===== config.mk =====
export PLATFORM = sky130hd
export DESIGN_NAME = mvt_sum
export DESIGN_NICKNAME = d
export VERILOG_FILES = /design/src/rtl/mvt_pkg.sv /design/src/rtl/mvt_sum.sv
export SDC_FILE = /design/constraint.sdc
export NUM_CORES = 2
export LEC_CHECK = 0
export BUFFER_PORTS_ARGS = -buffer_cell sky130_fd_sc_hd__buf_2
export CELL_PAD_IN_SITES_DETAIL_PLACEMENT = 1
export CELL_PAD_IN_SITES_GLOBAL_PLACEMENT = 1
export CORE_AREA = 2 2 499 501
export DETAILED_ROUTE_END_ITERATION = 6
export DIE_AREA = 0 0 501 503
export PLACE_DENSITY_LB_ADDON = 0.3
export SYNTH_ARGS = -nofsm -noshare
export SYNTH_HDL_FRONTEND = slang
export SYNTH_SLANG_ARGS = --single-unit

===== constraint.sdc =====
create_clock -name clk -period 21.7 [get_ports clk]
set_input_delay 5.425 -clock clk [delete_from_list [all_inputs] [get_ports clk]]
set_output_delay 5.425 -clock clk [all_outputs]
set_load 0.01 [all_outputs]

===== src/rtl/mvt_pkg.sv =====
// ----------------------------------------------------------------------------
// mvt_pkg: shared types and constants for the 4x4 matrix-vector transform
// Word, product and accumulator types, the matrix layout and register indexes.
// ----------------------------------------------------------------------------
package mvt_pkg;

  localparam int WORD_W            = 32;
  localparam int PROD_W            = 2 * WORD_W;
  localparam int PAIR_W            = PROD_W + 1;
  localparam int SUM_W             = PROD_W + 2;
  localparam int REG_W             = 64;
  localparam int NUM_REGS          = 8;
  localparam int REG_IDX_W         = $clog2(NUM_REGS);
  localparam int CFG_IDX_W         = 4;
  localparam int FRAC_BITS_DEFAULT = 16;

  // Register indexes: two registers per column, rows 0/1 then rows 2/3.
  localparam int REG_COL_X_R01 = 0;
  localparam int REG_COL_X_R23 = 1;
  localparam int REG_COL_Y_R01 = 2;
  localparam int REG_COL_Y_R23 = 3;
  localparam int REG_COL_Z_R01 = 4;
  localparam int REG_COL_Z_R23 = 5;
  localparam int REG_COL_W_R01 = 6;
  localparam int REG_COL_W_R23 = 7;

  typedef logic signed [WORD_W-1:0] word_t;
  typedef logic [REG_W-1:0]         cfg_word_t;
  typedef logic [CFG_IDX_W-1:0]     cfg_idx_t;

  // Four components of one vector, index 0 = x.
  typedef word_t [3:0] vec4_t;
  // Matrix entries indexed [column][row].
  typedef vec4_t [3:0] mat_t;

  typedef logic signed [PROD_W-1:0] prod_t;
  typedef logic signed [PAIR_W-1:0] pair_t;
  typedef logic signed [SUM_W-1:0]  sum_t;

  // Products indexed column * 4 + row.
  typedef prod_t [15:0] prod_arr_t;
  // Partial sums indexed row * 2 + half (half 0: columns x,y; half 1: z,w).
  typedef pair_t [7:0]  pair_arr_t;
  typedef sum_t  [3:0]  row_arr_t;

endpackage


===== src/rtl/mvt_sum.sv =====
// ----------------------------------------------------------------------------
// mvt_sum: two-level adder tree
// First level adds product pairs per row, second level forms the row sums.
// ----------------------------------------------------------------------------
module mvt_sum import mvt_pkg::*; (
  input  logic      clk,
  input  logic      rst,
  input  logic      in_valid,
  output logic      in_ready,
  input  prod_arr_t prod,
  output logic      out_valid,
  input  logic      out_ready,
  output row_arr_t  row_sum
);

  pair_arr_t pair;
  pair_arr_t pair_next;
  row_arr_t  row_sum_next;
  logic      pair_valid;
  logic      pair_ready;

  assign pair_ready = !out_valid || out_ready;
  assign in_ready   = !pair_valid || pair_ready;

  always_comb begin
    for (int r = 0; r < 4; r++) begin
      for (int h = 0; h < 2; h++) begin
        pair_next[r * 2 + h] = PAIR_W'(prod[(2 * h) * 4 + r])
                             + PAIR_W'(prod[(2 * h + 1) * 4 + r]);
      end
      row_sum_next[r] = SUM_W'(pair[r * 2]) + SUM_W'(pair[r * 2 + 1]);
    end
  end

  always_ff @(posedge clk) begin
    if (rst) begin
      pair_valid <= 1'b0;
      out_valid  <= 1'b0;
    end else begin
      if (in_ready) begin
        pair_valid <= in_valid;
      end
      if (pair_ready) begin
        out_valid <= pair_valid;
      end
    end
  end

  always_ff @(posedge clk) begin
    if (in_valid && in_ready) begin
      pair <= pair_next;
    end
    if (pair_valid && pair_ready) begin
      row_sum <= row_sum_next;
    end
  end

endmodule


==> summary.md <==
| Metric | Value |
|---|---|
| Post-synth top flop | edfxtp_1 |
| Drt pass-1 iters | 5 |
| Max cap viols | 0 |
| Placed cells | 11500 |
| Crit Path Category | primary input to primary output |
| Final Non-Filler Cells | about 12000 |
| Sequential power share | 31.6% |
| H-tree Lvls | 3 |
| Clock buffer depth | 3 |
| Leakage power | 34.9 nW |
| Initial antenna violation count | 56 |
| Largest net degree at the start of global routing | 139 |
| Hold Fails Final Rpt | 0 |
| Setup bufs post-CTS | 0 |
| Clock share of power | 26.6% |
| CTS clk-pin slew, worst paths | 0.05 ns |
| DRC Markers | 0 |
| Peak VDD IR | 0.0000706 V |
| Utilization after layout | 32.7% |
| Post-synth EDFFs | 784 |
| Highest clock rate | 84.1 MHz |
| HP Class | register to register |
| Vias in the first global route | approximately 64000 |
| Die height | roughly 500 µm |
| RSZ-0062 raised after global routing | false |
| Flops & latches, synth | 786 |
| Worst-Margin Slew | 1.26 ns |
| Worst EP arrival | 6.46 ns |
| Critical path launch point type | primary input |
| Post-cts gate resize count | 0 |
| Final net count | 10200 |
| CTS buffer count | 102 |
| Async SR Flop Fraction | 0% |
| Clock Skews | 0.0490 ns |
| Status | completed |
| Syn Area/Cell | 9.34 µm² |
| Die Span X | between 500 and 600 µm |
| HPWL Detailed | 248000 µm |
| Hold-fix buffers, CTS | 0 |
| Core ar. | 247000 µm² |
| Slew HR | between 10% and 20% |
| Buffers on Ports | 1293 |
| Combinational fraction of design power | 41.7% |
| Routed Antenna Nets | 0 |
| Seq/Total Area, Yosys | 35.1% |
| Syn nets | 9014 |
| Psw | about 0.0026 W |
| I/O pins | 1294 |
| Setup violators final | 0 |
| Synth Instances | 7202 |
| Die Area | ~250000 µm² |
| Critical Path RT | around 16 ns |
| Biggest area consumer among synthesized cells | edfxtp_1 |
| # fillers | 28800 |
| Area share of the largest cell type after synthesis | 35.0% |
| Critical path endpoint category | primary output |
| Final slew viol count | 0 |
| Setup_tns | 0 ns |
| Vias per inst | around 5.3 |
| Post-layout min period | 11.89 ns |
| Wire per inst | 24.9 µm |
| Clock Tree Root | clkbuf_16 |
| CTS tree | yes |
| Net Sw Frac | between 30% and 40% |
| First-pass GRT wire length | 419000 µm |
| CTS Sinks | between 700 and 800 |
| P_int | 0.00421 W |
| Clock Latency Late Sink | about 0.74 ns |
| Synth Cell Area | 67300 µm² |
| Top post-synthesis cells by area | edfxtp_1, ha_1, a21oi_1 |
| Library cells used by synthesis | 98 |
| P per Cell Area | around 85 nW/µm² |
| Vias | 62000 |
| Synth-to-layout area growth | 19.9% |
| Final WL | 292000 µm |
| Initial DRC Count | ~4100 |
| Effective utilization at floorplan | between 20% and 30% |
| Crit Path Max Fanout | 4 |
| Yosys warning total | 0 |
| Gr ovfl total | 0 |
| Gr usage total | roughly 22% |
| Final Wtd Congestion | 0.974 |
| Final Cycle Share | between 50 and 60% |
| Rows | 183 |
| Layout cell share with drive strength beyond 1 | 18.8% |
==> routing by layer <==
metal	share of wire [%]	GRT usage [%]
met5	0.039	0
met4	4.7	10.1
met3	6.5	4.20
met2	47	37.5
met1	42	27.0
==> worst max-delay path, stage by stage <==
cell and delay, ns:
buf_2 0.14, nor2b_1 0.33, nand2_1 0.31, buf_2 0.24
==> power by group through the flow <==
| stage | Clock, W | Sequential (W) | Combinational (W) |
|---|---|---|---|
| final | 0.00182 | 0.00217 | 0.00286 |
| after global routing | 0.00193 | 0.00219 | 0.00312 |
| after CTS | 0.00188 | 0.00217 | 0.00285 |
| after detailed placement | 0 | 0.00219 | 0.00283 |
| after global placement | 0 | 0.00219 | 0.00280 |
| after floorplan | 0 | 0.00222 | 0.00178 |
==> worst paths after layout <==
check                                 from           end  slack [ns]  cells after the start
worst max register to register   pair[325]  row_sum[190]       16.59                     15
worst max-delay path             out_ready      in_ready        9.81                      4
worst min-delay path            pair_valid     out_valid        0.52                      2
worst min register to register  pair_valid     out_valid        0.52                      2
==> state kept, by name, summed over array words and instances, names as in the netlist <==
name / cells
out_valid: 1
pair: 520
pair_valid: 1
row_sum: 264
==> logic make-up after synthesis <==
kind of cell	after synthesis	synth area share [%]
AOI/OAI and AO/OA	2657	25.4
xor gates and xnor gates	708	9.22
adders and majority gates	784	14.7
buffers and inverters	491	2.75
DFF	786	35.1
muxes	8	0.121
and+or+nand+nor	1768	12.7
==> cells in the final DEF (no fill, tap or decap), drive strengths merged, types with 102 or more instances in the layout <==
cell type | synthesis | routed
xnor2 | 446 | 446
nor3 | 118 | 118
o21bai | 183 | 183
a21o | 501 | 501
a31oi | 102 | 102
nor2 | 400 | 400
buf | 12 | 1323
nand3 | 131 | 131
o21ai | 451 | 451
xor2 | 262 | 262
nand4 | 213 | 213
a21oi | 883 | 883
ha | 772 | 772
edfxtp | 784 | 784
nand2 | 529 | 529
inv | 223 | 229
clkbuf | 256 | 113
==> metrics by stage <==
stage | total power (W) | hold WS [ns] | instance area [µm²] | worst slack [ns]
2_1_floorplan | 0.00400 | 0.478 | 67300 | 3.33
3_3_place_gp | 0.00499 | 0.506 | 77000 | 9.80
3_5_place_dp | 0.00502 | 0.512 | 77000 | 9.80
4_1_cts | 0.00690 | 0.524 | 80600 | 9.79
5_1_grt | 0.00724 | 0.550 | 80700 | 9.80
6_report | 0.00685 | 0.522 | 80700 | 9.81
==> Yosys cell counts, drive strengths merged, types with 18 or more instances <==
library cell and n:
a21o 501, and2 41, xor2 262, xnor2 446, o31ai 50, a221oi 34, o21a 83, ha 772
a31oi 102, nor2 400, or2 24, a31o 18, nor2b 66, o21ai 451, edfxtp 784, inv 223
and3 69, a41oi 19, or3 23, o41ai 19, a2111oi 18, nand4 213, a211oi 68, clkbuf 256
a221o 23, o21bai 183, nand3 131, and4 26, nand2 529, nor3 118, a21boi 45, o211ai 37
a21oi 883, nand2b 64, nor4 29
==> layout make-up <==
type / count / area [µm²] / share of cell area, %
Antenna cell: 27 / 67.6 / 0.0837
Tap cell: 3237 / 4050 / 5.02
Clock inverter: 75 / 948 / 1.18
Multi-Input combinational cell: 5925 / 41900 / 51.9
Sequential cell: 786 / 23600 / 29.2
Clock buffer: 113 / 2640 / 3.27
Inverter: 223 / 837 / 1.04
Timing Repair Buffer: 1323 / 6710 / 8.31
Note: power is estimated with default switching activity, not from simulation.
