`config.mk`:
```
export PLATFORM = sky130hd
export DESIGN_NAME = mvt_round
export DESIGN_NICKNAME = d
export VERILOG_FILES = /design/src/rtl/mvt_pkg.sv /design/src/rtl/mvt_round.sv
export SDC_FILE = /design/constraint.sdc
export NUM_CORES = 1
export LEC_CHECK = 0
export BUFFER_PORTS_ARGS = -buffer_cell sky130_fd_sc_hd__buf_2
export CAP_MARGIN = 20
export CORE_MARGIN = 2
export CORE_UTILIZATION = 35
export CTS_BUF_LIST = sky130_fd_sc_hd__clkbuf_8 sky130_fd_sc_hd__clkbuf_16
export DETAILED_ROUTE_END_ITERATION = 12
export PLACE_DENSITY_LB_ADDON = 0.12
export SLEW_MARGIN = 20
export SYNTH_ARGS = -nofsm -noshare
export SYNTH_HDL_FRONTEND = slang
export SYNTH_SLANG_ARGS = --single-unit
```
`constraint.sdc`:
```
create_clock -name clk -period 4.2 [get_ports clk]
set_input_delay 0 -clock clk [delete_from_list [all_inputs] [get_ports clk]]
set_output_delay 0 -clock clk [all_outputs]
set_load 0.05 [all_outputs]
```
`src/rtl/mvt_pkg.sv`:
```
// ----------------------------------------------------------------------------
// mvt_pkg: shared types and constants for the 4x4 matrix-vector transform
// Word, product and accumulator types, the matrix layout and register indexes.
// ----------------------------------------------------------------------------
package mvt_pkg;

  localparam int WORD_W            = 32;
  localparam int PROD_W            = 2 * WORD_W;
  localparam int PAIR_W            = PROD_W + 1;
  localparam int SUM_W             = PROD_W + 2;
  localparam int REG_W             = 64;
  localparam int NUM_REGS          = 8;
  localparam int REG_IDX_W         = $clog2(NUM_REGS);
  localparam int CFG_IDX_W         = 4;
  localparam int FRAC_BITS_DEFAULT = 16;

  // Register indexes: two registers per column, rows 0/1 then rows 2/3.
  localparam int REG_COL_X_R01 = 0;
  localparam int REG_COL_X_R23 = 1;
  localparam int REG_COL_Y_R01 = 2;
  localparam int REG_COL_Y_R23 = 3;
  localparam int REG_COL_Z_R01 = 4;
  localparam int REG_COL_Z_R23 = 5;
  localparam int REG_COL_W_R01 = 6;
  localparam int REG_COL_W_R23 = 7;

  typedef logic signed [WORD_W-1:0] word_t;
  typedef logic [REG_W-1:0]         cfg_word_t;
  typedef logic [CFG_IDX_W-1:0]     cfg_idx_t;

  // Four components of one vector, index 0 = x.
  typedef word_t [3:0] vec4_t;
  // Matrix entries indexed [column][row].
  typedef vec4_t [3:0] mat_t;

  typedef logic signed [PROD_W-1:0] prod_t;
  typedef logic signed [PAIR_W-1:0] pair_t;
  typedef logic signed [SUM_W-1:0]  sum_t;

  // Products indexed column * 4 + row.
  typedef prod_t [15:0] prod_arr_t;
  // Partial sums indexed row * 2 + half (half 0: columns x,y; half 1: z,w).
  typedef pair_t [7:0]  pair_arr_t;
  typedef sum_t  [3:0]  row_arr_t;

endpackage

```
`src/rtl/mvt_round.sv`:
```
// ----------------------------------------------------------------------------
// mvt_round: rounding and saturation stage
// Rounds each row half up, drops the fraction bits and clamps to 32 bits.
// ----------------------------------------------------------------------------
module mvt_round import mvt_pkg::*; #(
  parameter int FRAC_BITS = FRAC_BITS_DEFAULT
) (
  input  logic     clk,
  input  logic     rst,
  input  logic     in_valid,
  output logic     in_ready,
  input  row_arr_t row_sum,
  output logic     out_valid,
  input  logic     out_ready,
  output vec4_t    result,
  output logic     saturated
);

  localparam sum_t  HALF     = SUM_W'(1) << (FRAC_BITS - 1);
  localparam word_t WORD_MAX = {1'b0, {(WORD_W - 1){1'b1}}};
  localparam word_t WORD_MIN = {1'b1, {(WORD_W - 1){1'b0}}};

  vec4_t result_next;
  logic  saturated_next;
  sum_t  rounded [4];
  sum_t  scaled  [4];

  assign in_ready = !out_valid || out_ready;

  always_comb begin
    saturated_next = 1'b0;
    for (int r = 0; r < 4; r++) begin
      rounded[r] = row_sum[r] + HALF;
      scaled[r]  = rounded[r] >>> FRAC_BITS;
      // The value fits when every bit above the word agrees with its sign.
      if ((scaled[r][SUM_W-1:WORD_W-1] == '0) || (scaled[r][SUM_W-1:WORD_W-1] == '1)) begin
        result_next[r] = scaled[r][WORD_W-1:0];
      end else begin
        result_next[r] = scaled[r][SUM_W-1] ? WORD_MIN : WORD_MAX;
        saturated_next = 1'b1;
      end
    end
  end

  always_ff @(posedge clk) begin
    if (rst) begin
      out_valid <= 1'b0;
    end else if (in_ready) begin
      out_valid <= in_valid;
    end
  end

  always_ff @(posedge clk) begin
    if (in_valid && in_ready) begin
      result    <= result_next;
      saturated <= saturated_next;
    end
  end

endmodule

```
==> results of run 1 <==
[cells by family (layout without fill, tap and decap cells)]
kind of cell | after synthesis | after routing
and+or+nand+nor | 513 | 513
adders and majority gates | 4 | 4
AOI/OAI and AO/OA | 104 | 104
xor gates and xnor gates | 157 | 157
buffers and inverters | 71 | 498
DFF | 130 | 130
muxes | 104 | 104
other | 0 | 2
[layer usage]
layer  track usage  wire (um)  vias up
met2        0.3517      15440      340
met5             0          0        -
met3       0.03675       1934       49
met1        0.2749      14540     4751
met4       0.07917        914        0
li1              -          -     4933
[cells in the final DEF (no fill, tap or decap), drive strengths merged, types with 5 or more instances in the layout]
cell | Yosys | routed
xor2 | 82 | 82
a211o | 5 | 5
mux2 | 5 | 5
nor2 | 63 | 63
dlygate4sd3 | 0 | 80
and2 | 17 | 17
nor3 | 35 | 35
inv | 20 | 23
edfxtp | 129 | 129
nand2b | 9 | 9
and4 | 24 | 24
clkbuf | 33 | 17
nand3 | 99 | 99
clkinv | 0 | 8
nand4 | 58 | 58
nor4b | 5 | 5
nand2 | 96 | 96
mux2i | 99 | 99
a21oi | 38 | 38
or2 | 7 | 7
nand4b | 5 | 5
a31oi | 7 | 7
o21ai | 14 | 14
and3 | 27 | 27
xnor2 | 75 | 75
or3 | 11 | 11
nor4 | 44 | 44
buf | 18 | 367
[final timing paths]
check | cells after the start | endpoint | slack [ns] | start
max | 12 | result[12]$_DFFE_PP_ | 0.35 | row_sum[41]
min | 3 | result[21]$_DFFE_PP_ | 0.02 | row_sum[37]
max reg2reg | 3 | result[26]$_DFFE_PP_ | 2.07 | out_valid$_SDFFE_PP0N_
min reg2reg | 2 | result[34]$_DFFE_PP_ | 1.11 | out_valid$_SDFFE_PP0N_
[layout make-up]
type / count / area share
Clock inverter: 14 / 0.009174
Multi-Input combinational cell: 882 / 0.4398
Clock buffer: 17 / 0.03088
Inverter: 20 / 0.005450
Tap cell: 384 / 0.03488
Sequential cell: 130 / 0.2827
Timing Repair Buffer: 447 / 0.1967
Antenna cell: 2 / 0.0003633
[sequential cells by signal (all words and copies together) (netlist names)]
register / cells
out_valid: 1
saturated: 1
result: 128
[what timing repair did]
item	in CTS	in global routing
hold buffers	80	0
gates resized for setup	0	0
hold endpoints to repair	78	0
[worst register-to-register path, cell delays in order, from the launching register on]
cell      delay [ns]
dfxtp_1         0.32
nand2b_1        0.11
and2_4          0.70
buf_4           0.62
[power groups by stage]
stage                     Combinational, mW  Clock (mW)  Sequential (mW)
after floorplan                       0.237           0             1.83
after global placement                0.815           0             1.56
after detailed placement              0.817           0             1.56
after CTS                             0.880        1.47             1.54
after global routing                  0.943        1.52             1.54
final                                 0.881        1.44             1.54
[metrics by stage]
step           total power [mW]  utilization  instances  setup slack, ns
2_1_floorplan             2.062            -       1083            1.007
3_3_place_gp              2.377       0.4324       1783           0.4476
3_5_place_dp              2.380       0.4326       1783           0.3809
4_1_cts                   3.882       0.4797       1894           0.3506
5_1_grt                   4.005       0.4799       1896          0.08691
6_report                  3.857       0.4799       1896           0.3457
==> out/results.tsv, run 1 <==
metric	value	unit
track_usage	0.2114	
slowest_delay	0.61	ns
die_area	0.03047	mm^2
p_switching	1.196	mW
powerDensity	280.0	mW/mm^2
post-route-period-util	0.9177	
via_count	10070	
synth_largest_area_cell	edfxtp_1	
ys_ff_latch	130	
htreeDepth	4	
critPathSlowestCell	or4b_2	
switching_share	0.3100	
synth_edf_count	129	
drtIter0Drc	600	
setup_tns	0	ns
ys_top_cells_by_area	edfxtp_1 38%, mux2i_1 9.7%, xor2_1 7.1%	
fmax	259.5	MHz
cpMostUsedCell	nand3_1	
start_util	0.3547	
cts_buffers	17	
relSlewSlack	0.4204	
end_kind	flip-flop	
cp_max_fo	18	
syn-cell-area	0.01018	mm^2
multi_input_area	0.006058	mm^2
start_kind	input pin	
fin_crit	3.854	ns
final_max_slew_viol_count	0	
viasPerCell	5.313	
cp_cell_sequence	dlygate4sd3_1 > buf_2 > nand3_1 > nor3_2 > and2_0 > nand3_1 > xnor2_1 > or4b_2 > nor4_1 > a31oi_4 > buf_4 > mux2i_1	
synthCells	1083	
netlist-cell-type-count	67	
coreArea	0.02870	mm^2
drcViolationCount	0	
muxShareOfSynthArea	0.1029	
yosysSeqAreaShare	0.3825	
synth_compound_area_frac	0.06735	
crit_type	in -> reg	
p_int	2.661	mW
ios	399	
synth_top_area_share	0.3805	
finalSetupViolCount	0	
synthTopCellsByCount	129 x edfxtp_1, 99 x mux2i_1, 99 x nand3_1	
cts_sinks	130	
yosysWarnings	0	
gp_congestion	0.8760	
dr.pass1.iters	5	
drtAntennaViolNets	0	
outcome	complete, no violations	
ys.flop_type	edfxtp_1	
fillers	2842	
yosys.area_share.adder	0.004916	
whs	0.02452	ns
totalWireLength	32830	um
crit_family	simple AND/OR/NAND/NOR gates	
crit_buf_inv	3	
hold_viol_final	0	
grt_pass1_vias	9700	
synthesis.nets	1355	
areaGrowthSynthToFinish	35.31	%
rows	62	
cts_setup_buffers	0	
worst_pin_slew	0.8694	ns
rsz0062_at_grt	false	
leakagePower	5.692	nW
final_area	0.01377	mm^2
ff_latch_area	0.003894	mm^2
dp_hpwl	24790	um
power.share.clock	0.373	
clk_pin_slew_worst_paths	0.06	ns
synthMostInstantiatedCell	edfxtp_1	
clock_latency	0.42	ns
fin_nets	1770	
max_cap_viol_count	0	
antenna_found_initial	2	
grt-ovfl-total	0	
worstPathRequired	4.35	ns
numPortBuffers	338	
avgSynthCellArea	9.400	um^2
hp-class	in -> reg	
grt_max_degree	63	
die_x	174.5	um
seqPwrFrac	0.398	
wl_per_cell	17.31	um
cts_tree	yes	
ys_async_sr_fraction	0	
power_frac_comb	0.228	
final_layout_size_suffix_gt1_frac	0.2848	
synth-simple-area-share	0.2767	
peakVddDrop	227.4	uV
finClkSkew	0.01080	ns
arrival	4.01	ns
yosys.area_share.xor_xnor	0.1358	
grt_pass1_wl	51780	um
placed_area	0.01242	mm^2
cts_root_buffer	clkbuf_16	
synth_top_family_by_area	simple AND/OR/NAND/NOR gates	
cts_buffer_depth	2	
die_h	174.5	um
Power figures use the tool's default switching activity.
==> run 2, diff against run 1 <==
--- a/config.mk
+++ b/config.mk
@@ -9,7 +9,6 @@
 export CAP_MARGIN = 20
 export CORE_MARGIN = 2
 export CORE_UTILIZATION = 35
-export CTS_BUF_LIST = sky130_fd_sc_hd__clkbuf_8 sky130_fd_sc_hd__clkbuf_16
 export DETAILED_ROUTE_END_ITERATION = 12
 export PLACE_DENSITY_LB_ADDON = 0.12
 export SLEW_MARGIN = 20
==> run 2 against run 1 <==
Net effect: sequential cell count did not move; utilization did not move; sequential power barely moved; count of clock-buffer cells in the layout rose by 3; clock power barely moved; non-clock buffer count did not move; worst hold slack got worse by 0.00081 ns; setup slack got worse by 0.015 ns; die area did not move; largest power group unchanged.
==> out/results.tsv, run 2 (synthesis results as in run 1) <==
metric	value	unit
crit_family	simple AND/OR/NAND/NOR gates	
powerDensity	280.4	mW/mm^2
numPortBuffers	338	
seqPwrFrac	0.398	
wl_per_cell	17.28	um
final_layout_size_suffix_gt1_frac	0.2848	
grt_max_degree	63	
outcome	complete, no violations	
htreeDepth	4	
grt_pass1_vias	9700	
p_int	2.668	mW
grt-ovfl-total	0	
cpMostUsedCell	nand3_1	
power	3.862	mW
rr_startpoint	out_valid$_SDFFE_PP0N_	
switching_share	0.3090	
grt.met2_usage	0.3517	
power_frac_comb	0.228	
via_count	10090	
crit_type	in -> reg	
end_kind	flip-flop	
post_cts_resize_count	0	
drcViolationCount	0	
arrival	4.02	ns
dp_cells	1783	
crit_buf_inv	3	
peakVddDrop	227.6	uV
hold_viol_final	0	
hp-class	in -> reg	
critPathSlowestCell	or4b_2	
final_max_slew_viol_count	0	
areaGrowthSynthToFinish	35.31	%
drtAntennaViolNets	0	
final_area	0.01377	mm^2
cts_sinks	130	
worst_pin_slew	0.8776	ns
cts_tree	yes	
regMostFlops	result	
die_x	174.5	um
start_util	0.3547	
post-route-period-util	0.9213	
coreArea	0.02870	mm^2
final_common_cell	buf_2	
die_h	174.5	um
gr-usage-met1	0.2749	
finalSetupViolCount	0	
cts_buffer_depth	2	
p_switching	1.193	mW
viasPerCell	5.322	
whs	0.02371	ns
totalWireLength	32770	um
cts_buffers	17	
antenna_found_initial	2	
rsz0062_at_grt	false	
leakagePower	5.679	nW
layout_common_cells	338 x buf_2, 129 x edfxtp_1, 99 x nand3_1, 99 x mux2i_1, 96 x nand2_1	
min_from	row_sum[221]	
clock_latency	0.42	ns
drtIter0Drc	646	
slowest_delay	0.61	ns
dp_hpwl	24790	um
dr.pass1.iters	5	
busiest_layer	met2	
largest_reg_flops	128	
gp_congestion	0.8760	
cp_cell_sequence	dlygate4sd3_1 > buf_2 > nand3_1 > nor3_2 > and2_0 > nand3_1 > xnor2_1 > or4b_2 > nor4_1 > a31oi_4 > buf_4 > mux2i_1	
clk_pin_slew_worst_paths	0.06	ns
grt_use_met3	0.03675	
placed_area	0.01242	mm^2
relSlewSlack	0.4149	
start_kind	input pin	
reg_top3	result x128, out_valid x1, saturated x1	
cts_root_buffer	clkbuf_16	
worstPathRequired	4.35	ns
stdcell_count	1896	
rows	62	
track_usage	0.2114	
crit_start	row_sum[41]	
setup_tns	0	ns
grt_pass1_wl	51780	um
ios	399	
finClkSkew	0.009326	ns
die_area	0.03047	mm^2
cp_max_fo	18	
fin_nets	1770	
fin_crit	3.870	ns
power.share.clock	0.374	
fmax	258.4	MHz
max_cap_viol_count	0	
run 2: cell types whose count changed in the layout (fill, tap and decap cells not counted), sizes merged:
cell	before	now
inv	23	20
clkbuf	17	20
run 2: tightest hold or removal path, delay by kind of cell:
kind | cells | cell delay, ns
xor+xnor | 1 | 0.08
buf+inv | 1 | 0.12
mux | 1 | 0.12
run 2: area by class of cell:
| cell class | instances | area (um^2) |
|---|---|---|
| diodes | 2 | 5.005 |
| repair buffers | 447 | 2710 |
| clock buffers | 20 | 436.7 |
| multi-input cells | 882 | 6058 |
| well taps | 384 | 480.5 |
| clock inverters | 11 | 115.1 |
| inverters | 20 | 75.07 |
| flip-flops and latches | 130 | 3894 |
| fillers | 2842 | 14930 |
run 2: through the flow:
step / worst slack [ns] / util
global route: 0.08691 / 0.4799
global placement: 0.4476 / 0.4324
floorplan: 1.007 / -
detailed placement: 0.3809 / 0.4326
CTS: 0.3506 / 0.4797
finish: 0.3304 / 0.4799
run 2: worst paths after layout:
kind	to	slack [ns]	cells after the start
worst min register to register	result[37]$_DFFE_PP_	1.11	2
worst max-delay path	result[12]$_DFFE_PP_	0.33	12
worst min-delay path	result[103]$_DFFE_PP_	0.02	3
worst max register to register	result[26]$_DFFE_PP_	2.08	3
run 2: repair_timing:
item | 4_1_cts | 5_1_grt
hold buffers | 80 | 0
setup buffers | 0 | 0
hold endpoints to repair | 78 | 0
run 2: power groups by stage:
stage / logic, mW / registers, mW / clock network [mW]
2_1_floorplan: 0.237 / 1.83 / 0
3_3_place_gp: 0.815 / 1.56 / 0
4_1_cts: 0.880 / 1.54 / 1.47
5_1_grt: 0.943 / 1.54 / 1.53
3_5_place_dp: 0.817 / 1.56 / 0
6_report: 0.881 / 1.54 / 1.45
run 2: per-layer routing:
layer,vias to the layer above,part of all wire
li1,4938,-
met1,4747,0.44
met2,352,0.47
met3,53,0.058
met4,0,0.029
met5,-,0
