### config.mk
export PLATFORM = sky130hd
export DESIGN_NAME = mvt_regs
export DESIGN_NICKNAME = d
export VERILOG_FILES = /design/src/rtl/mvt_pkg.sv /design/src/rtl/mvt_regs.sv
export SDC_FILE = /design/constraint.sdc
export NUM_CORES = 1
export LEC_CHECK = 0
export ABC_AREA = 1
export BUFFER_PORTS_ARGS = -buffer_cell sky130_fd_sc_hd__clkbuf_2
export CAP_MARGIN = 20
export CORE_ASPECT_RATIO = 1.25
export CORE_MARGIN = 8
export CORE_UTILIZATION = 32
export CTS_BUF_LIST = sky130_fd_sc_hd__clkbuf_16
export DETAILED_ROUTE_END_ITERATION = 8
export PLACE_DENSITY = 0.58
export SLEW_MARGIN = 20
export SYNTH_ARGS = -nofsm -noshare
export SYNTH_HDL_FRONTEND = slang
export SYNTH_SLANG_ARGS = --single-unit
export TNS_END_PERCENT = 5
### constraint.sdc
create_clock -name clk -period 8.8 [get_ports clk]
set_clock_uncertainty 0.2 [all_clocks]
set_input_delay 1.32 -clock clk [delete_from_list [all_inputs] [get_ports clk]]
set_output_delay 1.32 -clock clk [all_outputs]
set_load 0.005 [all_outputs]
### src/rtl/mvt_pkg.sv
// ----------------------------------------------------------------------------
// mvt_pkg: shared types and constants for the 4x4 matrix-vector transform
// Word, product and accumulator types, the matrix layout and register indexes.
// ----------------------------------------------------------------------------
package mvt_pkg;

  localparam int WORD_W            = 32;
  localparam int PROD_W            = 2 * WORD_W;
  localparam int PAIR_W            = PROD_W + 1;
  localparam int SUM_W             = PROD_W + 2;
  localparam int REG_W             = 64;
  localparam int NUM_REGS          = 8;
  localparam int REG_IDX_W         = $clog2(NUM_REGS);
  localparam int CFG_IDX_W         = 4;
  localparam int FRAC_BITS_DEFAULT = 16;

  // Register indexes: two registers per column, rows 0/1 then rows 2/3.
  localparam int REG_COL_X_R01 = 0;
  localparam int REG_COL_X_R23 = 1;
  localparam int REG_COL_Y_R01 = 2;
  localparam int REG_COL_Y_R23 = 3;
  localparam int REG_COL_Z_R01 = 4;
  localparam int REG_COL_Z_R23 = 5;
  localparam int REG_COL_W_R01 = 6;
  localparam int REG_COL_W_R23 = 7;

  typedef logic signed [WORD_W-1:0] word_t;
  typedef logic [REG_W-1:0]         cfg_word_t;
  typedef logic [CFG_IDX_W-1:0]     cfg_idx_t;

  // Four components of one vector, index 0 = x.
  typedef word_t [3:0] vec4_t;
  // Matrix entries indexed [column][row].
  typedef vec4_t [3:0] mat_t;

  typedef logic signed [PROD_W-1:0] prod_t;
  typedef logic signed [PAIR_W-1:0] pair_t;
  typedef logic signed [SUM_W-1:0]  sum_t;

  // Products indexed column * 4 + row.
  typedef prod_t [15:0] prod_arr_t;
  // Partial sums indexed row * 2 + half (half 0: columns x,y; half 1: z,w).
  typedef pair_t [7:0]  pair_arr_t;
  typedef sum_t  [3:0]  row_arr_t;

endpackage

### src/rtl/mvt_regs.sv
// ----------------------------------------------------------------------------
// mvt_regs: matrix configuration registers
// Eight 64-bit registers holding the matrix column-major, reset to identity.
// ----------------------------------------------------------------------------
module mvt_regs import mvt_pkg::*; #(
  parameter int FRAC_BITS = FRAC_BITS_DEFAULT
) (
  input  logic      clk,
  input  logic      rst,
  input  logic      cfg_valid,
  output logic      cfg_ready,
  input  cfg_idx_t  cfg_index,
  input  cfg_word_t cfg_data,
  output mat_t      matrix
);

  localparam cfg_word_t ONE_LO = REG_W'(1) << FRAC_BITS;
  localparam cfg_word_t ONE_HI = ONE_LO << WORD_W;

  cfg_word_t regs [NUM_REGS];

  assign cfg_ready = 1'b1;

  always_ff @(posedge clk) begin
    if (rst) begin
      regs[REG_COL_X_R01] <= ONE_LO;
      regs[REG_COL_X_R23] <= '0;
      regs[REG_COL_Y_R01] <= ONE_HI;
      regs[REG_COL_Y_R23] <= '0;
      regs[REG_COL_Z_R01] <= '0;
      regs[REG_COL_Z_R23] <= ONE_LO;
      regs[REG_COL_W_R01] <= '0;
      regs[REG_COL_W_R23] <= ONE_HI;
    end else if (cfg_valid && (cfg_index < CFG_IDX_W'(NUM_REGS))) begin
      regs[cfg_index[REG_IDX_W-1:0]] <= cfg_data;
    end
  end

  // Even rows sit in the low half of a register, odd rows in the high half.
  for (genvar c = 0; c < 4; c++) begin : g_col
    for (genvar r = 0; r < 4; r++) begin : g_row
      assign matrix[c][r] = regs[c * 2 + r / 2][(r % 2) * WORD_W +: WORD_W];
    end
  end

endmodule

==> results of run 1 <==
## cell usage in the layout, fill, tap and decap left out
| cell | netlist | final |
|---|---|---|
| clkbuf_2 | 0 | 582 |
| edfxtp_1 | 512 | 512 |
| nor2_1 | 325 | 325 |
| nor3_1 | 190 | 190 |
| inv_1 | 68 | 79 |
| clkbuf_16 | 0 | 51 |
| clkinv_2 | 0 | 12 |
| nand2_4 | 0 | 9 |
| clkinv_1 | 0 | 8 |
| nand2_1 | 15 | 6 |
| bufinv_16 | 0 | 5 |
| nand3_4 | 0 | 4 |
| buf_4 | 7 | 4 |
| o21ai_4 | 0 | 3 |
| nand3_1 | 5 | 2 |
| diode_2 | 0 | 1 |
| nand2_2 | 2 | 1 |
| nor2_4 | 1 | 1 |
| inv_2 | 1 | 1 |
| nand2_8 | 0 | 1 |
| conb_1 | 1 | 1 |
| inv_6 | 0 | 1 |
| clkinvlp_4 | 0 | 1 |
| clkinv_4 | 0 | 1 |
| buf_6 | 15 | 1 |
## worst max path at each step
| stage | cells past startpoint | endpoint | start |
|---|---|---|---|
| 6_report | 5 | regs[5][36] | cfg_index[1] |
| 5_1_grt | 5 | regs[5][12] | cfg_index[1] |
| 4_1_cts | 5 | regs[5][8] | cfg_index[1] |
| 3_5_place_dp | 5 | regs[5][25] | cfg_index[1] |
| 3_3_place_gp | 5 | regs[5][10] | cfg_index[1] |
| 2_1_floorplan | 4 | regs[5][0] | cfg_index[0] |
## cells by family after synthesis
family                 Yosys count  synth area share [%]
other                            1                0.0204
AOI/OAI and AO/OA                3                0.0815
DFF                            512                  83.5
and+or+nand+nor                539                  12.4
buffers and inverters          146                  3.96
## power by group through the flow
stage / combinational [µW] / sequential [µW] / clock (µW)
detailed placement: 380 / 2930 / 0
CTS: 380 / 2880 / 2130
floorplan: 96.1 / 2940 / 0
global placement: 375 / 2930 / 0
finish: 369 / 2880 / 2100
global route: 398 / 2890 / 2210
## cell type report
| cell class | instances | share of cell area [%] |
|---|---|---|
| tap | 750 | 3.98 |
| timing repair buffer | 587 | 12.5 |
| inverter | 69 | 1.10 |
| sequential | 512 | 65.2 |
| multi-input combinational | 543 | 10.5 |
| clock buffer | 51 | 5.41 |
| clock inverter | 39 | 1.30 |
| antenna | 1 | 0.0106 |
## per-layer routing
layer | GRT usage [%] | vias up | part of all wire [%]
li1 | - | 5373 | -
met1 | 20.3 | 6130 | 37
met2 | 30.6 | 623 | 50
met3 | 5.51 | 130 | 9.4
met4 | 7.52 | 0 | 4.3
met5 | 0 | - | 0
## critical path, stage by stage
cell	delay [ns]
clkbuf_2	0.15
inv_1	0.15
nand3_4	0.70
o21ai_4	0.70
buf_4	0.80
## stage by stage
step / area (µm²) / hold slack [ns]
final: 23600 / 0.955
after detailed placement: 22000 / 1.52
after floorplan: 18400 / 1.31
after global routing: 23600 / 0.953
after CTS: 23600 / 0.917
after global placement: 22000 / 1.52
==> flow_summary.toml, run 1 <==
[outcome]
status = "complete, no violations"

[timing]
min_period_over_period_pct = 44.2
rsz0062_at_grt = "no"
fmax_mhz = 257
fin_ws_ns = 4.91
tns_ns = 0
relSlewSlack_pct = 23.9
slew_viol_final = 0
period_needed_ns = 3.89
worst_pin_slew_ns = 1.14
setup_viol = 0
hold_viol_final = 0

[finish]
top_register = "regs"
finalNetCount = 1833
fillers = 5388
fin_util_pct = 41.3
register_area_um2 = 15400
area_delta_synth_final_pct = 28.1
multiInputGateArea_um2 = 2460
largestRegisters = "regs x512"
layout-drive-gt1-share_pct = 37.6
largest_reg_flops = 512
instances_no_fill = 2552

[global_route]
first_global_vias = 12600
grt_pass1_wl_um = 87100
grt_usage_pct = 17.8
antenna_found_initial = 0
grt.overflow.total = 0
grt_max_degree = 95

[job]
cap_violations = 0

[yosys]
syn_inst = 1201
synth_top_area_share_pct = 83.5
ys_dominant_reg_cell = "edfxtp_1"
synth.top_cells.by_area = "edfxtp_1 84%, nor2_1 6.6%, nor3_1 5.2%, inv_1 1.4%, buf_2 0.92%"
synth.most_common_cell = "edfxtp_1"
synth_edf_count = 512
syn-cell-area_um2 = 18400
synthTopCellsByCount = "512 x edfxtp_1, 325 x nor2_1, 190 x nor3_1, 68 x inv_1, 34 x buf_2"
yosysTopAreaCell = "edfxtp_1"
yosysWarnings = 0
syn_avg_cell_area_um2 = 15.3
yosysSeqAreaShare_pct = 83.5
synth_seq_cells = 512
ys_types = 17
syn_nets = 1272
async_flop_share_pct = 0

[cts]
numCtsBuffers = 49
post_cts_buffers = 0
clk_pin_slew_ns = 0.06
cts_tree = "yes"
cts.repair.resized = 0
cts_max_level = 2
cts-root-buf = "clkbuf_16"
clock-sinks = 512
clk_path_buf_depth = 3
cts_hold_buf = 0

[route]
ant_nets = 0
drt_wl_total_um = 61300
wire_per_inst_um = 24.0
first_iter_violations = 905
viasPerCell = 4.80
vias = 12300
drt_first_pass_iters = 5
drc = 0

[critical_path]
endpoint_kind = "flop"
critical_path_class = "input port to flop"
crit_required_ns = 8.79
path_max_fanout = 65
start_kind = "input port"
arrival_ns = 3.88

[floorplan]
die_h_um = 284
initial_core_util_pct = 32.3
die_width_um = 231
io_pins = 584
die_area_um2 = 65500
rows = 98
core_area_um2 = 57000

[power]
seqPwrFrac_pct = 53.8
p_per_area_nw_per_um2 = 227
total_power_uw = 5350
p_int_uw = 4130
p_leak_uw = 0.00946
p_sw_uw = 1220
clockPowerShare_pct = 39.3
ir_worst_vdd_mv = 0.136
swShare_pct = 22.8
pwr-share-comb_pct = 6.9

[hold_path]
min_from = "rst"
min_path_cells = 3
hold_class = "input port to flop"
whs_endpoint = "regs[2][48]"

[placement]
dp.cells = 2461
gp_congestion = 0.807
dp_hpwl_um = 39800
portBuffers = 582
post-place-ws_ns = 4.28
Note: power is estimated with default switching activity, not from simulation.
==> run 2, diff against run 1 <==
==> constraint.sdc (replaced) <==
create_clock -name clk -period 3.9 [get_ports clk]
set_clock_uncertainty 0.2 [all_clocks]
set_input_delay 0.585 -clock clk [delete_from_list [all_inputs] [get_ports clk]]
set_output_delay 0.585 -clock clk [all_outputs]
set_load 0.005 [all_outputs]
==> flow_summary.toml, run 2 (synthesized netlist as in run 1, its figures left out) <==
[cts]
clock-sinks = 512
cts.repair.resized = 0
cts_max_level = 2
cts_tree = "yes"
clk_path_buf_depth = 3
clk_pin_slew_ns = 0.07
cts-root-buf = "clkbuf_16"
cts_hold_buf = 0
numCtsBuffers = 50
post_cts_buffers = 0

[placement]
dp_hpwl_um = 41300
gp_congestion = 0.786
dpl_cell_area_um2 = 22200
portBuffers = 582

[floorplan]
die_width_um = 231
io_pins = 584
die_area_um2 = 65500
initial_core_util_pct = 32.3
die_h_um = 284
rows = 98
core_area_um2 = 57000

[global_route]
antenna_found_initial = 0
grt.overflow.total = 0
grt_usage_pct = 18.2
first_global_vias = 12400
grt_pass1_wl_um = 87800
grt_max_degree = 96

[critical_path]
critical_path_class = "input port to flop"
start_kind = "input port"
cp.buffers_inverters = 3
cpMaxStageDelayCell = "nand2_4"
path_cells = "clkbuf_2 > inv_1 > nand2_2 > nor2_4 > nand2_4 > nand2_4 > buf_12"
path_depth = 7
endpoint_kind = "flop"
arrival_ns = 2.22
crit_required_ns = 3.96
path_delay_family = "simple AND/OR/NAND/NOR gates"
path_max_fanout = 33
cp_slowest_stage_delay_ns = 0.42
critPathMostFrequentCell = "nand2_4"

[outcome]
status = "complete, no violations"

[hold_path]
min_from = "cfg_data[17]"
hold_class = "input port to flop"
min_path_cells = 3
whs_endpoint = "regs[6][17]"

[timing]
tns_ns = 0
slew_viol_final = 0
relSlewSlack_pct = 28.5
whs_ns = 0.223
min_period_over_period_pct = 55.3
period_needed_ns = 2.16
setup_viol = 0
hold_viol_final = 0
fmax_mhz = 463
worst_pin_slew_ns = 1.07
rsz0062_at_grt = "no"

[route]
viasPerCell = 4.73
drt_wl_total_um = 62300
drc = 0
vias = 12200
drt_first_pass_iters = 5
wire_per_inst_um = 24.3
ant_nets = 0
first_iter_violations = 806

[finish]
area_delta_synth_final_pct = 28.7
largestRegisters = "regs x512"
layout_commonest_cell = "clkbuf_2"
largest_reg_flops = 512
fin_util_pct = 41.6
layout-drive-gt1-share_pct = 38.1
top_register = "regs"
final_cell_area_um2 = 23700
finalNetCount = 1851
mostFrequentLayoutCells = "582 x clkbuf_2, 512 x edfxtp_1, 325 x nor2_1, 190 x nor3_1, 79 x inv_1"
antenna_cells = 0

[power]
ir_worst_vdd_mv = 0.367
total_power_uw = 11900
p_leak_uw = 0.00952
p_per_area_nw_per_um2 = 502

[job]
cap_violations = 0
## run 2: through the flow
stage               std cells  setup slack [ns]
CTS                      2568              1.76
floorplan                1201            -0.607
global route             2568              1.63
detailed placement       2478              1.14
global placement         2478              1.16
finish                   2568              1.74
## run 2: how the worst max path moves through the flow
stage,from,to
final,cfg_index[3],regs[4][38]
after CTS,cfg_index[3],regs[2][4]
after global placement,cfg_index[3],regs[6][5]
after floorplan,cfg_index[0],regs[3][0]
after detailed placement,cfg_index[3],regs[4][38]
after global routing,cfg_index[3],regs[2][5]
## run 2: power by group
part / total (µW) / internal, µW / leakage, µW / switching, µW
registers: 6490 / 6370 / 0.00489 / 112
logic: 861 / 268 / 0.00384 / 593
clock network: 4540 / 2500 / 0.000786 / 2040
## run 2: final cells by class
| class | count | area, µm² |
|---|---|---|
| sequential | 512 | 15400 |
| clock buffer | 51 | 1280 |
| tap | 750 | 938 |
| fill | 5398 | 33300 |
| multi-input combinational | 543 | 2460 |
| timing repair buffer | 604 | 3150 |
| clock inverter | 39 | 234 |
| inverter | 69 | 259 |
## run 2: per-layer routing
| metal | part of all wire, % | GRT usage [%] | vias to the layer above |
|---|---|---|---|
| met2 | 49 | 31.1 | 627 |
| met4 | 3.4 | 6.64 | 0 |
| met5 | 0 | 0 | - |
| met3 | 9.3 | 5.52 | 103 |
| met1 | 38 | 21.4 | 6019 |
| li1 | - | - | 5401 |
==> run 3, diff against run 2 <==
--- a/config.mk
+++ b/config.mk
@@ -5,7 +5,7 @@
 export SDC_FILE = /design/constraint.sdc
 export NUM_CORES = 1
 export LEC_CHECK = 0
-export ABC_AREA = 1
+export ABC_AREA = 0
 export BUFFER_PORTS_ARGS = -buffer_cell sky130_fd_sc_hd__clkbuf_2
 export CAP_MARGIN = 20
 export CORE_ASPECT_RATIO = 1.25
@@ -13,7 +13,7 @@
 export CORE_UTILIZATION = 32
 export CTS_BUF_LIST = sky130_fd_sc_hd__clkbuf_16
 export DETAILED_ROUTE_END_ITERATION = 8
-export PLACE_DENSITY = 0.58
+export PLACE_DENSITY = 0.6
 export SLEW_MARGIN = 20
 export SYNTH_ARGS = -nofsm -noshare
 export SYNTH_HDL_FRONTEND = slang
==> constraint.sdc (replaced) <==
create_clock -name clk -period 1.94 [get_ports clk]
set_clock_uncertainty 0.2 [all_clocks]
set_input_delay 0.291 -clock clk [delete_from_list [all_inputs] [get_ports clk]]
set_output_delay 0.291 -clock clk [all_outputs]
set_load 0.005 [all_outputs]
==> flow_summary.toml, run 3 <==
[outcome]
status = "complete, no violations"

[yosys]
synth_mux_area_share_pct = 0
synth_fa_ha_area_share_pct = 0
ys_dominant_reg_cell = "edfxtp_1"
synth-simple-area-share_pct = 14.7
syn_nets = 1292
synth-compound-area-share_pct = 0.315
synth_xor_area_share_pct = 0
async_flop_share_pct = 0
synth_top_area_share_pct = 80.7
yosysSeqAreaShare_pct = 80.7
syn-cell-area_um2 = 19000
synth.top_cells.by_area = "edfxtp_1 81%, nor3_1 12%, nor3_2 1.8%, clkbuf_1 1.5%, clkinv_1 1.2%"
yosysWarnings = 0
syn_inst = 1221
synth_edf_count = 512
ys_types = 19
synthTopCellsByCount = "512 x edfxtp_1, 473 x nor3_1, 76 x clkbuf_1, 62 x clkinv_1, 35 x nor3_2"
synth.most_common_cell = "edfxtp_1"
synth_top_family_by_area = "simple AND/OR/NAND/NOR gates"
syn_avg_cell_area_um2 = 15.6
synth_seq_cells = 512
yosysTopAreaCell = "edfxtp_1"

[placement]
post-place-ws_ns = -0.208
portBuffers = 582
gp_congestion = 0.806
dp.cells = 2529
dp_hpwl_um = 45500

[finish]
largestRegisters = "regs x512"
area_delta_synth_final_pct = 34.0
layout_commonest_cell = "clkbuf_2"
antenna_cells = 0
top_register = "regs"
layout-drive-gt1-share_pct = 41.4
instances_no_fill = 2662
fillers = 5447
mostFrequentLayoutCells = "582 x clkbuf_2, 512 x edfxtp_1, 473 x nor3_1, 73 x clkinv_1, 51 x clkbuf_16"
finalNetCount = 1927
largest_reg_flops = 512

[route]
wl_met1_um = 24500
drt_wl_total_um = 65800
drt_first_pass_iters = 5
route.top_layer_used = "met4"
wire_per_inst_um = 24.7
wl_met2_um = 33000
wl_met3_um = 6240
first_iter_violations = 1366
ant_nets = 0
viasPerCell = 5.03
drc = 0
vias = 13400

[critical_path]
crit_required_ns = 1.45
path_cells = "clkbuf_2"
cpMaxStageDelayCell = "edfxtp_1"
cp.buffers_inverters = 1
cp_slowest_stage_delay_ns = 0.51
endpoint_kind = "primary output"
path_max_fanout = 1
start_kind = "flop"
arrival_ns = 1.26
path_delay_family = "flip-flops"
critical_path_class = "flop to primary output"

[hold_path]
min_path_cells = 3
min_from = "cfg_data[3]"
whs_endpoint = "regs[5][3]"
hold_class = "input port to flop"

[job]
cap_violations = 0

[floorplan]
core_area_um2 = 59200
die_area_um2 = 67600
io_pins = 584
rows = 100
die_width_um = 234
initial_core_util_pct = 32.2
die_h_um = 289

[timing]
relSlewSlack_pct = 58.6
setup_viol = 0
worst_pin_slew_ns = 0.621
rsz0062_at_grt = "no"
min_period_over_period_pct = 90.4
hold_viol_final = 0
fin_ws_ns = 0.187
fmax_mhz = 570
period_needed_ns = 1.75
slew_viol_final = 0

[cts]
clk_pin_slew_ns = 0.06
cts-root-buf = "clkbuf_16"
cts_tree = "yes"
post_cts_buffers = 0
cts.repair.resized = 0
cts_max_level = 2
numCtsBuffers = 51
clk_path_buf_depth = 3
clock-sinks = 512
cts_hold_buf = 39

[global_route]
grt.overflow.total = 0
grt_pass1_wl_um = 92700
antenna_found_initial = 2
grt_max_degree = 59
first_global_vias = 13600
grt_usage_pct = 18.5

[power]
p_leak_uw = 0.00926
ir_worst_vdd_mv = 0.726
p_per_area_nw_per_um2 = 986
-- run 3: cell types whose count changed after synthesis, moves of 5 or more --
| cell | before | now |
|---|---|---|
| clkinv_1 | 0 | 62 |
| inv_1 | 68 | 2 |
| nand2_1 | 15 | 1 |
| nor2_1 | 325 | 0 |
| buf_2 | 34 | 17 |
| o21bai_1 | 0 | 8 |
| nand3_1 | 5 | 0 |
| nor3_1 | 190 | 473 |
| clkbuf_1 | 17 | 76 |
| buf_1 | 4 | 10 |
| nor3_2 | 0 | 35 |
| buf_4 | 7 | 1 |
-- run 3: per-stage QoR --
step / cell area (µm²) / TNS [ns] / hold WS, ns / util (%) / power [µW]
CTS: 25500 / 0 / 0.000327 / 43.1 / 25400
global route: 25500 / 0 / 0.0222 / 43.1 / 25900
finish: 25500 / 0 / 0.0367 / 43.1 / 25200
detailed placement: 23500 / -68.30 / 0.455 / 39.6 / 15400
global placement: 23500 / -44.67 / 0.465 / 39.6 / 15300
floorplan: 19100 / -436.85 / 0.270 / - / 13900
-- run 3: cell families after synthesis --
family	after synthesis
buf+inv	182
simple gates	518
other cells	1
flops	512
compound gates	8
-- run 3: worst max path at each step --
stage	start	endpoint	slack (ns)	depth (start not counted)
global route	regs[0][16]	matrix[16]	0.07	1
CTS	regs[0][16]	matrix[16]	0.10	1
floorplan	rst	regs[4][0]	-0.94	6
finish	regs[0][16]	matrix[16]	0.19	1
global placement	cfg_index[3]	regs[0][27]	-0.13	5
detailed placement	cfg_index[3]	regs[0][27]	-0.21	5
-- run 3: worst min-delay path, stage by stage --
cell      delay, ns
clkbuf_2       0.08
clkinv_1       0.19
nor3_1         0.09
-- run 3: report_power, final --
group,switching (µW),leakage [µW],internal [µW]
sequential,264,0.00488,12800
combinational,1350,0.00352,731
clock,4270,0.000854,5730
-- run 3: layer usage --
layer | vias to the layer above | global-route usage (%)
li1 | 5903 | -
met4 | 0 | 6.74
met3 | 120 | 4.92
met1 | 6632 | 22.2
met2 | 726 | 31.4
met5 | - | 0
-- run 3: final cells by class --
type                            count  area, µm²  share of cell area [%]
Clock inverter                     43        395                    1.55
Clock buffer                       51       1280                    5.00
Multi-Input combinational cell    527       2990                    11.7
Inverter                           64        240                   0.941
Sequential cell                   512      15400                    60.3
Timing Repair Buffer              700       4280                    16.8
Tap cell                          765        957                    3.75
